[src/hw/rtl/sialu_pkg.sv]
// Shared operation codes for the signed integer ALU.
// No dependencies; used by the top level.
`default_nettype none

package sialu_pkg;

    typedef logic [2:0] t_mode;

    localparam t_mode MODE_ADD = 3'd0;
    localparam t_mode MODE_SUB = 3'd1;
    localparam t_mode MODE_MUL = 3'd2;
    localparam t_mode MODE_DIV = 3'd3;
    localparam t_mode MODE_POW = 3'd4;

endpackage

`default_nettype wire

[src/hw/rtl/sialu_mul.sv]
// Bit-serial shift-and-add multiplier giving the low W bits of a product.
// Stand-alone; instanced twice by the top level.
`default_nettype none

module sialu_mul #(
    parameter int W = 32
) (
    input  wire logic         i_clk,
    input  wire logic         i_rst_n,
    input  wire logic         i_start,
    input  wire logic [W-1:0] i_a,
    input  wire logic [W-1:0] i_b,
    output logic              o_done,
    output logic [W-1:0]      o_product
);

    localparam int CW = $clog2(W + 1);

    logic [W-1:0]  r_acc;
    logic [W-1:0]  r_mcand;
    logic [W-1:0]  r_mplier;
    logic [CW-1:0] r_cnt;
    logic          r_busy;
    logic          r_done;

    // One multiplier bit is consumed per cycle; the multiplicand moves left.
    always_ff @(posedge i_clk) begin
        if (!i_rst_n) begin
            r_busy <= 1'b0;
            r_done <= 1'b0;
            r_cnt  <= '0;
        end else if (i_start) begin
            r_busy <= 1'b1;
            r_done <= 1'b0;
            r_cnt  <= CW'(W);
        end else if (r_busy) begin
            r_cnt <= r_cnt - CW'(1);
            if (r_cnt == CW'(1)) begin
                r_busy <= 1'b0;
                r_done <= 1'b1;
            end
        end else begin
            r_done <= 1'b0;
        end
    end

    always_ff @(posedge i_clk) begin
        if (i_start) begin
            r_acc    <= '0;
            r_mcand  <= i_a;
            r_mplier <= i_b;
        end else if (r_busy) begin
            if (r_mplier[0]) begin
                r_acc <= r_acc + r_mcand;
            end
            r_mcand  <= {r_mcand[W-2:0], 1'b0};
            r_mplier <= {1'b0, r_mplier[W-1:1]};
        end
    end

    assign o_done    = r_done;
    assign o_product = r_acc;

endmodule

`default_nettype wire

[src/hw/rtl/sialu_div.sv]
// Restoring bit-serial divider for unsigned W-bit magnitudes.
// Stand-alone; instanced by the top level. The divisor must be non-zero.
`default_nettype none

module sialu_div #(
    parameter int W = 32
) (
    input  wire logic         i_clk,
    input  wire logic         i_rst_n,
    input  wire logic         i_start,
    input  wire logic [W-1:0] i_dividend,
    input  wire logic [W-1:0] i_divisor,
    output logic              o_done,
    output logic [W-1:0]      o_quotient
);

    localparam int CW = $clog2(W + 1);

    logic [W-1:0]  r_rem;
    logic [W-1:0]  r_quo;
    logic [W-1:0]  r_dsr;
    logic [CW-1:0] r_cnt;
    logic          r_busy;
    logic          r_done;
    logic [W:0]    trial;
    logic [W:0]    diff;
    logic          q_bit;

    // The next dividend bit enters the partial remainder from the top of r_quo,
    // while the new quotient bit enters at its bottom.
    always_comb begin
        trial = {r_rem, r_quo[W-1]};
        diff  = trial - {1'b0, r_dsr};
        q_bit = !diff[W];
    end

    always_ff @(posedge i_clk) begin
        if (!i_rst_n) begin
            r_busy <= 1'b0;
            r_done <= 1'b0;
            r_cnt  <= '0;
        end else if (i_start) begin
            r_busy <= 1'b1;
            r_done <= 1'b0;
            r_cnt  <= CW'(W);
        end else if (r_busy) begin
            r_cnt <= r_cnt - CW'(1);
            if (r_cnt == CW'(1)) begin
                r_busy <= 1'b0;
                r_done <= 1'b1;
            end
        end else begin
            r_done <= 1'b0;
        end
    end

    always_ff @(posedge i_clk) begin
        if (i_start) begin
            r_rem <= '0;
            r_quo <= i_dividend;
            r_dsr <= i_divisor;
        end else if (r_busy) begin
            r_rem <= q_bit ? diff[W-1:0] : trial[W-1:0];
            r_quo <= {r_quo[W-2:0], q_bit};
        end
    end

    assign o_done     = r_done;
    assign o_quotient = r_quo;

endmodule

`default_nettype wire

[src/hw/rtl/signed_int_alu_mul_div_pow_top.sv]
// Signed integer ALU: add, subtract, multiply, divide, power (wrapping).
// Uses sialu_pkg, sialu_mul (two instances) and sialu_div.
`default_nettype none

// One request is worked on at a time. Add, subtract, unused modes, divide by
// zero and a zero or negative exponent go from acceptance through r_res and
// the ST_FIN state into the output register. Multiply and divide are worked
// out by the bit-serial multiplier and the restoring divider, which retire one
// bit per cycle. Power uses square-and-multiply on two bit-serial multipliers
// running side by side, with one multiply-and-square round per significant bit
// of the exponent. A finished result waits in the output register while the
// next request is accepted.
module signed_int_alu_mul_div_pow_top #(
    parameter int DATA_WIDTH = 32
) (
    input  wire logic                         i_clk,
    input  wire logic                         i_rst_n,
    input  wire logic                         i_in_valid,
    output logic                              o_in_ready,
    input  wire logic [2:0]                   i_mode,
    input  wire logic signed [DATA_WIDTH-1:0] i_operand_a,
    input  wire logic signed [DATA_WIDTH-1:0] i_operand_b,
    output logic                              o_out_valid,
    input  wire logic                         i_out_ready,
    output logic signed [DATA_WIDTH-1:0]      o_result,
    output logic                              o_divide_by_zero
);

    localparam int W = DATA_WIDTH;
    localparam logic [W-1:0] ONE = {{(W-1){1'b0}}, 1'b1};

    localparam logic [2:0] ST_IDLE     = 3'd0;
    localparam logic [2:0] ST_MUL_WAIT = 3'd1;
    localparam logic [2:0] ST_DIV_WAIT = 3'd2;
    localparam logic [2:0] ST_POW_STEP = 3'd3;
    localparam logic [2:0] ST_POW_WAIT = 3'd4;
    localparam logic [2:0] ST_FIN      = 3'd5;

    logic [2:0]   r_state;
    logic         r_mul_go;
    logic         r_div_go;
    logic [W-1:0] r_x;      // multiplicand, power accumulator or dividend magnitude
    logic [W-1:0] r_y;      // multiplier, power square or divisor magnitude
    logic [W-1:0] r_exp;
    logic         r_neg;
    logic [W-1:0] r_res;
    logic         r_dz;
    logic         r_out_valid;
    logic [W-1:0] r_out_result;
    logic         r_out_dz;

    logic [W-1:0] a_u;
    logic [W-1:0] b_u;
    logic [W-1:0] a_mag;
    logic [W-1:0] b_mag;
    logic         in_take;
    logic         out_load;
    logic         mul0_done;
    logic         mul1_done;
    logic         div_done;
    logic [W-1:0] mul0_prod;
    logic [W-1:0] mul1_prod;
    logic [W-1:0] div_quo;

    assign a_u     = $unsigned(i_operand_a);
    assign b_u     = $unsigned(i_operand_b);
    assign a_mag   = a_u[W-1] ? (~a_u + ONE) : a_u;
    assign b_mag   = b_u[W-1] ? (~b_u + ONE) : b_u;
    assign in_take = i_in_valid && o_in_ready;
    assign out_load = (r_state == ST_FIN) && (!r_out_valid || i_out_ready);

    // The first multiplier forms r_x * r_y; the second squares r_y for power.
    sialu_mul #(.W(W)) u_mul0 (
        .i_clk     (i_clk),
        .i_rst_n   (i_rst_n),
        .i_start   (r_mul_go),
        .i_a       (r_x),
        .i_b       (r_y),
        .o_done    (mul0_done),
        .o_product (mul0_prod)
    );

    sialu_mul #(.W(W)) u_mul1 (
        .i_clk     (i_clk),
        .i_rst_n   (i_rst_n),
        .i_start   (r_mul_go),
        .i_a       (r_y),
        .i_b       (r_y),
        .o_done    (mul1_done),
        .o_product (mul1_prod)
    );

    sialu_div #(.W(W)) u_div (
        .i_clk      (i_clk),
        .i_rst_n    (i_rst_n),
        .i_start    (r_div_go),
        .i_dividend (r_x),
        .i_divisor  (r_y),
        .o_done     (div_done),
        .o_quotient (div_quo)
    );

    always_ff @(posedge i_clk) begin
        if (!i_rst_n) begin
            r_state  <= ST_IDLE;
            r_mul_go <= 1'b0;
            r_div_go <= 1'b0;
        end else begin
            r_mul_go <= 1'b0;
            r_div_go <= 1'b0;
            case (r_state)
                ST_IDLE: begin
                    if (in_take) begin
                        case (i_mode)
                            sialu_pkg::MODE_MUL: begin
                                r_mul_go <= 1'b1;
                                r_state  <= ST_MUL_WAIT;
                            end
                            sialu_pkg::MODE_DIV: begin
                                if (b_u == '0) begin
                                    r_state <= ST_FIN;
                                end else begin
                                    r_div_go <= 1'b1;
                                    r_state  <= ST_DIV_WAIT;
                                end
                            end
                            sialu_pkg::MODE_POW: begin
                                if (b_u[W-1] || b_u == '0) begin
                                    r_state <= ST_FIN;
                                end else begin
                                    r_state <= ST_POW_STEP;
                                end
                            end
                            default: begin
                                r_state <= ST_FIN;
                            end
                        endcase
                    end
                end
                ST_MUL_WAIT: begin
                    if (mul0_done) begin
                        r_state <= ST_FIN;
                    end
                end
                ST_DIV_WAIT: begin
                    if (div_done) begin
                        r_state <= ST_FIN;
                    end
                end
                ST_POW_STEP: begin
                    if (r_exp == '0) begin
                        r_state <= ST_FIN;
                    end else begin
                        r_mul_go <= 1'b1;
                        r_state  <= ST_POW_WAIT;
                    end
                end
                ST_POW_WAIT: begin
                    if (mul0_done && mul1_done) begin
                        r_state <= ST_POW_STEP;
                    end
                end
                ST_FIN: begin
                    if (out_load) begin
                        r_state <= ST_IDLE;
                    end
                end
                default: begin
                    r_state <= ST_IDLE;
                end
            endcase
        end
    end

    always_ff @(posedge i_clk) begin
        case (r_state)
            ST_IDLE: begin
                if (in_take) begin
                    r_dz  <= (i_mode == sialu_pkg::MODE_DIV) && (b_u == '0);
                    r_exp <= b_u;
                    r_neg <= a_u[W-1] ^ b_u[W-1];
                    case (i_mode)
                        sialu_pkg::MODE_ADD: begin
                            r_res <= a_u + b_u;
                        end
                        sialu_pkg::MODE_SUB: begin
                            r_res <= a_u - b_u;
                        end
                        sialu_pkg::MODE_MUL: begin
                            r_x <= a_u;
                            r_y <= b_u;
                        end
                        sialu_pkg::MODE_DIV: begin
                            r_x   <= a_mag;
                            r_y   <= b_mag;
                            r_res <= '0;
                        end
                        sialu_pkg::MODE_POW: begin
                            r_x   <= ONE;
                            r_y   <= a_u;
                            r_res <= ONE;
                        end
                        default: begin
                            r_res <= '0;
                        end
                    endcase
                end
            end
            ST_MUL_WAIT: begin
                if (mul0_done) begin
                    r_res <= mul0_prod;
                end
            end
            ST_DIV_WAIT: begin
                if (div_done) begin
                    r_res <= r_neg ? (~div_quo + ONE) : div_quo;
                end
            end
            ST_POW_STEP: begin
                r_res <= r_x;
            end
            ST_POW_WAIT: begin
                if (mul0_done && mul1_done) begin
                    if (r_exp[0]) begin
                        r_x <= mul0_prod;
                    end
                    r_y   <= mul1_prod;
                    r_exp <= {1'b0, r_exp[W-1:1]};
                end
            end
            default: begin
                r_res <= r_res;
            end
        endcase
    end

    always_ff @(posedge i_clk) begin
        if (!i_rst_n) begin
            r_out_valid <= 1'b0;
        end else if (out_load) begin
            r_out_valid <= 1'b1;
        end else if (i_out_ready) begin
            r_out_valid <= 1'b0;
        end
    end

    always_ff @(posedge i_clk) begin
        if (out_load) begin
            r_out_result <= r_res;
            r_out_dz     <= r_dz;
        end
    end

    assign o_in_ready       = (r_state == ST_IDLE);
    assign o_out_valid      = r_out_valid;
    assign o_result         = $signed(r_out_result);
    assign o_divide_by_zero = r_out_dz;

endmodule

`default_nettype wire

[config.mk]
export PLATFORM = sky130hd
export DESIGN_NAME = signed_int_alu_mul_div_pow_top
export DESIGN_NICKNAME = d
export VERILOG_FILES = /design/src/hw/rtl/sialu_pkg.sv /design/src/hw/rtl/sialu_mul.sv /design/src/hw/rtl/sialu_div.sv /design/src/hw/rtl/signed_int_alu_mul_div_pow_top.sv
export SDC_FILE = /design/constraint.sdc
export NUM_CORES = 1
export LEC_CHECK = 0
export ABC_AREA = 1
export ABC_CLOCK_PERIOD_IN_PS = 11600
export BUFFER_PORTS_ARGS = -buffer_cell sky130_fd_sc_hd__buf_2
export CAP_MARGIN = 0
export CORE_MARGIN = 2
export CORE_UTILIZATION = 40
export CTS_BUF_LIST = sky130_fd_sc_hd__clkbuf_16
export DETAILED_ROUTE_END_ITERATION = 8
export GPL_TIMING_DRIVEN = 0
export PLACE_DENSITY = 0.57
export SLEW_MARGIN = 15
export SYNTH_ARGS = -nofsm -noshare
export SYNTH_HDL_FRONTEND = slang
export SYNTH_SLANG_ARGS = --single-unit
[constraint.sdc]
create_clock -name i_clk -period 11.6 [get_ports i_clk]
set_input_delay 2.32 -clock i_clk [delete_from_list [all_inputs] [get_ports i_clk]]
set_output_delay 2.32 -clock i_clk [all_outputs]
set_load 0.02 [all_outputs]
==> results.py <==
metrics = {
    "setup_path": {
        "reg2reg_depth": 9,
        "worst_r2r_startpoint": "r_state[2]",
        "regToRegSetupSlack_ns": 8.14,
        "crit_type": "input port to register",
        "cp_data_required_time_ns": 11.94,
        "cp-startpoint": "i_operand_b[1]",
        "arrival_ns": 6.24,
        "cp-start-kind": "input port",
        "worstSetupEndpoint": "r_res[29]",
        "cp_max_fo": 5,
        "critPathCaptureType": "register",
        "r2r-end": "r_res[1]",
    },
    "power": {
        "p_per_area_nw_per_um2": 209,
        "power.total_uw": 7450,
        "irDropWorstVdd_v": 0.000134,
        "cellLeakagePower_uw": 0.0162,
    },
    "clock_tree": {
        "cts_made_buffers": 55,
        "cts_root_buffer": "clkbuf_16",
        "holdBufCountCts": 0,
        "clkLatencyLatePin_ns": 0.65,
        "cts_sinks": 481,
        "cts_tree": "yes",
        "clkSlewWorstSetupHoldPaths_ns": 0.07,
        "ctsResizeCount": 0,
        "cts_setup_buffers": 0,
        "htree_levels": 2,
        "clockBufferDepth": 3,
    },
    "sta": {
        "worst_slack_ns": 5.70,
        "min_period_ns": 5.90,
        "relSlewSlack_pct": 29.6,
        "skew_ns": 0.0417,
        "slew_viol_final": 0,
        "hold_violations": 0,
        "finalCritPeriodShare_pct": 50.8,
        "fmax_mhz": 170,
        "tightest_slew_ns": 1.06,
        "timing.hold.ws_ns": 0.418,
        "rsz0062_at_grt": "no",
        "setup_viol": 0,
    },
    "synthesis": {
        "synth-xor-area-share_pct": 1.85,
        "mappedNetlistNets": 4627,
        "synthMuxAreaShare_pct": 0,
        "synth_edf_count": 355,
        "synth_top_area_cell": "edfxtp_1",
        "synth_top_family_by_area": "simple AND/OR/NAND/NOR gates",
        "synth_top_area_share_pct": 33.6,
        "postSynth.asyncResetShare_pct": 0,
        "synth-main-ff-cell": "edfxtp_1",
        "synthAdderAreaFrac_pct": 5.58,
        "netlist_area_sq_um": 31700,
        "synthCells": 4417,
        "ys_types": 54,
        "synth_area_leaders": "edfxtp_1, nand2_1, dfxtp_1",
        "yosysMostFrequentCell": "nand2_1",
        "synthTopCellsByCount": "nand2_1, inv_1, nor2_1, edfxtp_1, o21ai_0",
        "synth_seq_cells": 481,
        "synth-seq-area-share_pct": 41.6,
        "synth-simple-area-share_pct": 29.4,
        "yosysWarnings": 0,
        "synth_compound_area_share_pct": 12.8,
        "avgSynthCellArea_sq_um": 7.18,
    },
    "routing": {
        "post_drt_via_cell_ratio": 5.42,
        "drc": 0,
        "drt_first_pass_iters": 7,
        "routed_wl_mm": 123,
        "drtAntennaViolNets": 0,
        "dr_total_vias": 30825,
        "drt-initial-drc-count": 3487,
        "wl_per_cell_microns": 21.7,
    },
    "placed_design": {
        "dp_hpwl_mm": 101,
        "routabilityCongestion": 0.998,
        "pre_cts_ws_ns": 5.17,
        "dpl_cell_area_sq_um": 33800,
        "portBuffers": 104,
    },
    "floorplan": {
        "die_x_microns": 286,
        "rows": 103,
        "die-area_sq_um": 81600,
        "die_h_microns": 286,
        "start_util_pct": 40.3,
        "coreArea_sq_um": 78700,
        "ios": 106,
    },
    "layout": {
        "nets": 4801,
        "multi_input_area_sq_um": 15800,
        "regArea_sq_um": 13200,
        "final_area_sq_um": 35600,
        "area.growth.synth_to_final_pct": 12.3,
        "n_fill_cell": 8249,
        "drive_gt1_share_pct": 5.87,
        "final_util_pct": 45.2,
    },
    "job": {
        "drv_cap": 0,
    },
    "global_routing": {
        "antenna_found_initial": 8,
        "grt_pass1_vias": 28509,
        "grt-ovfl-total": 0,
        "grt_pass1_wl_mm": 181,
        "grt_usage_pct": 29.8,
        "grt_max_degree": 59,
    },
    "run_status": {
        "status": "finished, final reports clean",
    },
    "worst_hold_path": {
        "hold_path_class": "register to register",
    },
}
## worst min path at each step
stage	cells after the start	slack (ns)	start	end
finish	0	0.42	r_res[25]	o_result[25]
global route	0	0.43	r_res[16]	o_result[16]
CTS	0	0.42	r_res[23]	o_result[23]
detailed placement	0	0.41	r_res[16]	o_result[16]
global placement	0	0.40	r_res[29]	o_result[29]
floorplan	0	0.40	r_dz	o_divide_by_zero
## metal layers
metal  part of all wire (%)  track usage [%]  up-vias
met5                 0.0097                0        -
met4                    3.5             9.67        2
met3                    9.7             6.31      201
met2                     43             44.9     1334
met1                     44             42.4    14366
li1                       -                -    14922
## critical path, cell delays in order
cell     delay [ns]
buf_2          0.17
inv_1          0.15
ha_1           0.22
nand3_2        0.15
nor2_2         0.22
nand2_1        0.21
xor2_1         0.20
nand2_1        0.07
o21ai_0        0.24
ha_1           0.45
nand2_1        0.11
o21ai_0        0.34
nor2_1         0.07
a21oi_1        0.41
nand2_1        0.13
nand2_1        0.09
nand2_1        0.05
nand3_1        0.35
nand2_1        0.25
## report_power, final
group | internal, uW | leakage, uW | total [uW] | switching (uW)
sequential | 2450 | 0.00433 | 2770 | 324
clock | 1020 | 0.000934 | 1780 | 757
combinational | 833 | 0.0110 | 2900 | 2060
total | 4300 | 0.0162 | 7450 | 3150
## through the flow
stage	setup TNS, ns	cells
floorplan	0	4417
global placement	-5.01	5571
detailed placement	0	5584
CTS	0	5687
global route	0	5687
finish	0	5691
## flip-flops by register name, summed over array words and instances, names as in the netlist, 3 cells and up
signal            cells
o_result             32
r_exp                32
r_res                32
r_x                  32
r_y                  32
u_div.o_quotient     32
u_div.r_dsr          32
u_div.r_rem          32
u_mul0.o_product     32
u_mul0.r_mcand       32
u_mul0.r_mplier      32
u_mul1.o_product     32
u_mul1.r_mcand       32
u_mul1.r_mplier      32
u_div.r_cnt           6
u_mul0.r_cnt          6
u_mul1.r_cnt          6
r_state               3
## logic make-up after synthesis
logic type,count (synthesis)
compound gates,727
xor+xnor,67
fa+ha+maj,139
buf+inv,726
flops,481
simple gates,2277
## layout by cell type (no fill, tap or decap), types with 6 or more instances in the layout
cell type,netlist,layout
nor2_1,399,397
a31oi_1,15,15
o211ai_1,25,25
buf_6,5,6
clkbuf_1,98,98
o21bai_1,14,14
a21o_1,9,9
xnor2_1,23,23
o21a_1,10,9
o21ai_1,8,10
nor3_1,60,60
nand2_1,1415,1413
nand4_1,37,37
ha_1,135,135
clkbuf_16,0,55
nand3_1,297,297
clkinv_1,1,13
or2_2,6,6
a21oi_1,247,247
nand3b_1,22,22
inv_2,9,10
xor2_1,44,44
a211oi_1,16,15
nor2_2,7,7
clkinv_2,0,7
buf_2,20,128
o21ai_0,312,310
dfxtp_1,126,125
nand2_4,4,6
o22ai_1,8,8
nor3b_1,6,6
edfxtp_1,355,355
inv_1,589,601
bufinv_16,0,7
a22oi_1,28,28
nand2_2,8,8
o2111ai_1,11,11
## area by class of cell
cell class | count | area share (%)
timing repair buffer | 117 | 1.99
tap | 1050 | 3.69
clock buffer | 55 | 3.86
clock inverter | 48 | 1.23
sequential | 481 | 37.0
inverter | 599 | 6.31
multi-input combinational | 3210 | 44.3
antenna | 4 | 0.0281
buffer | 127 | 1.55
(Power assumes the default switching activity.)
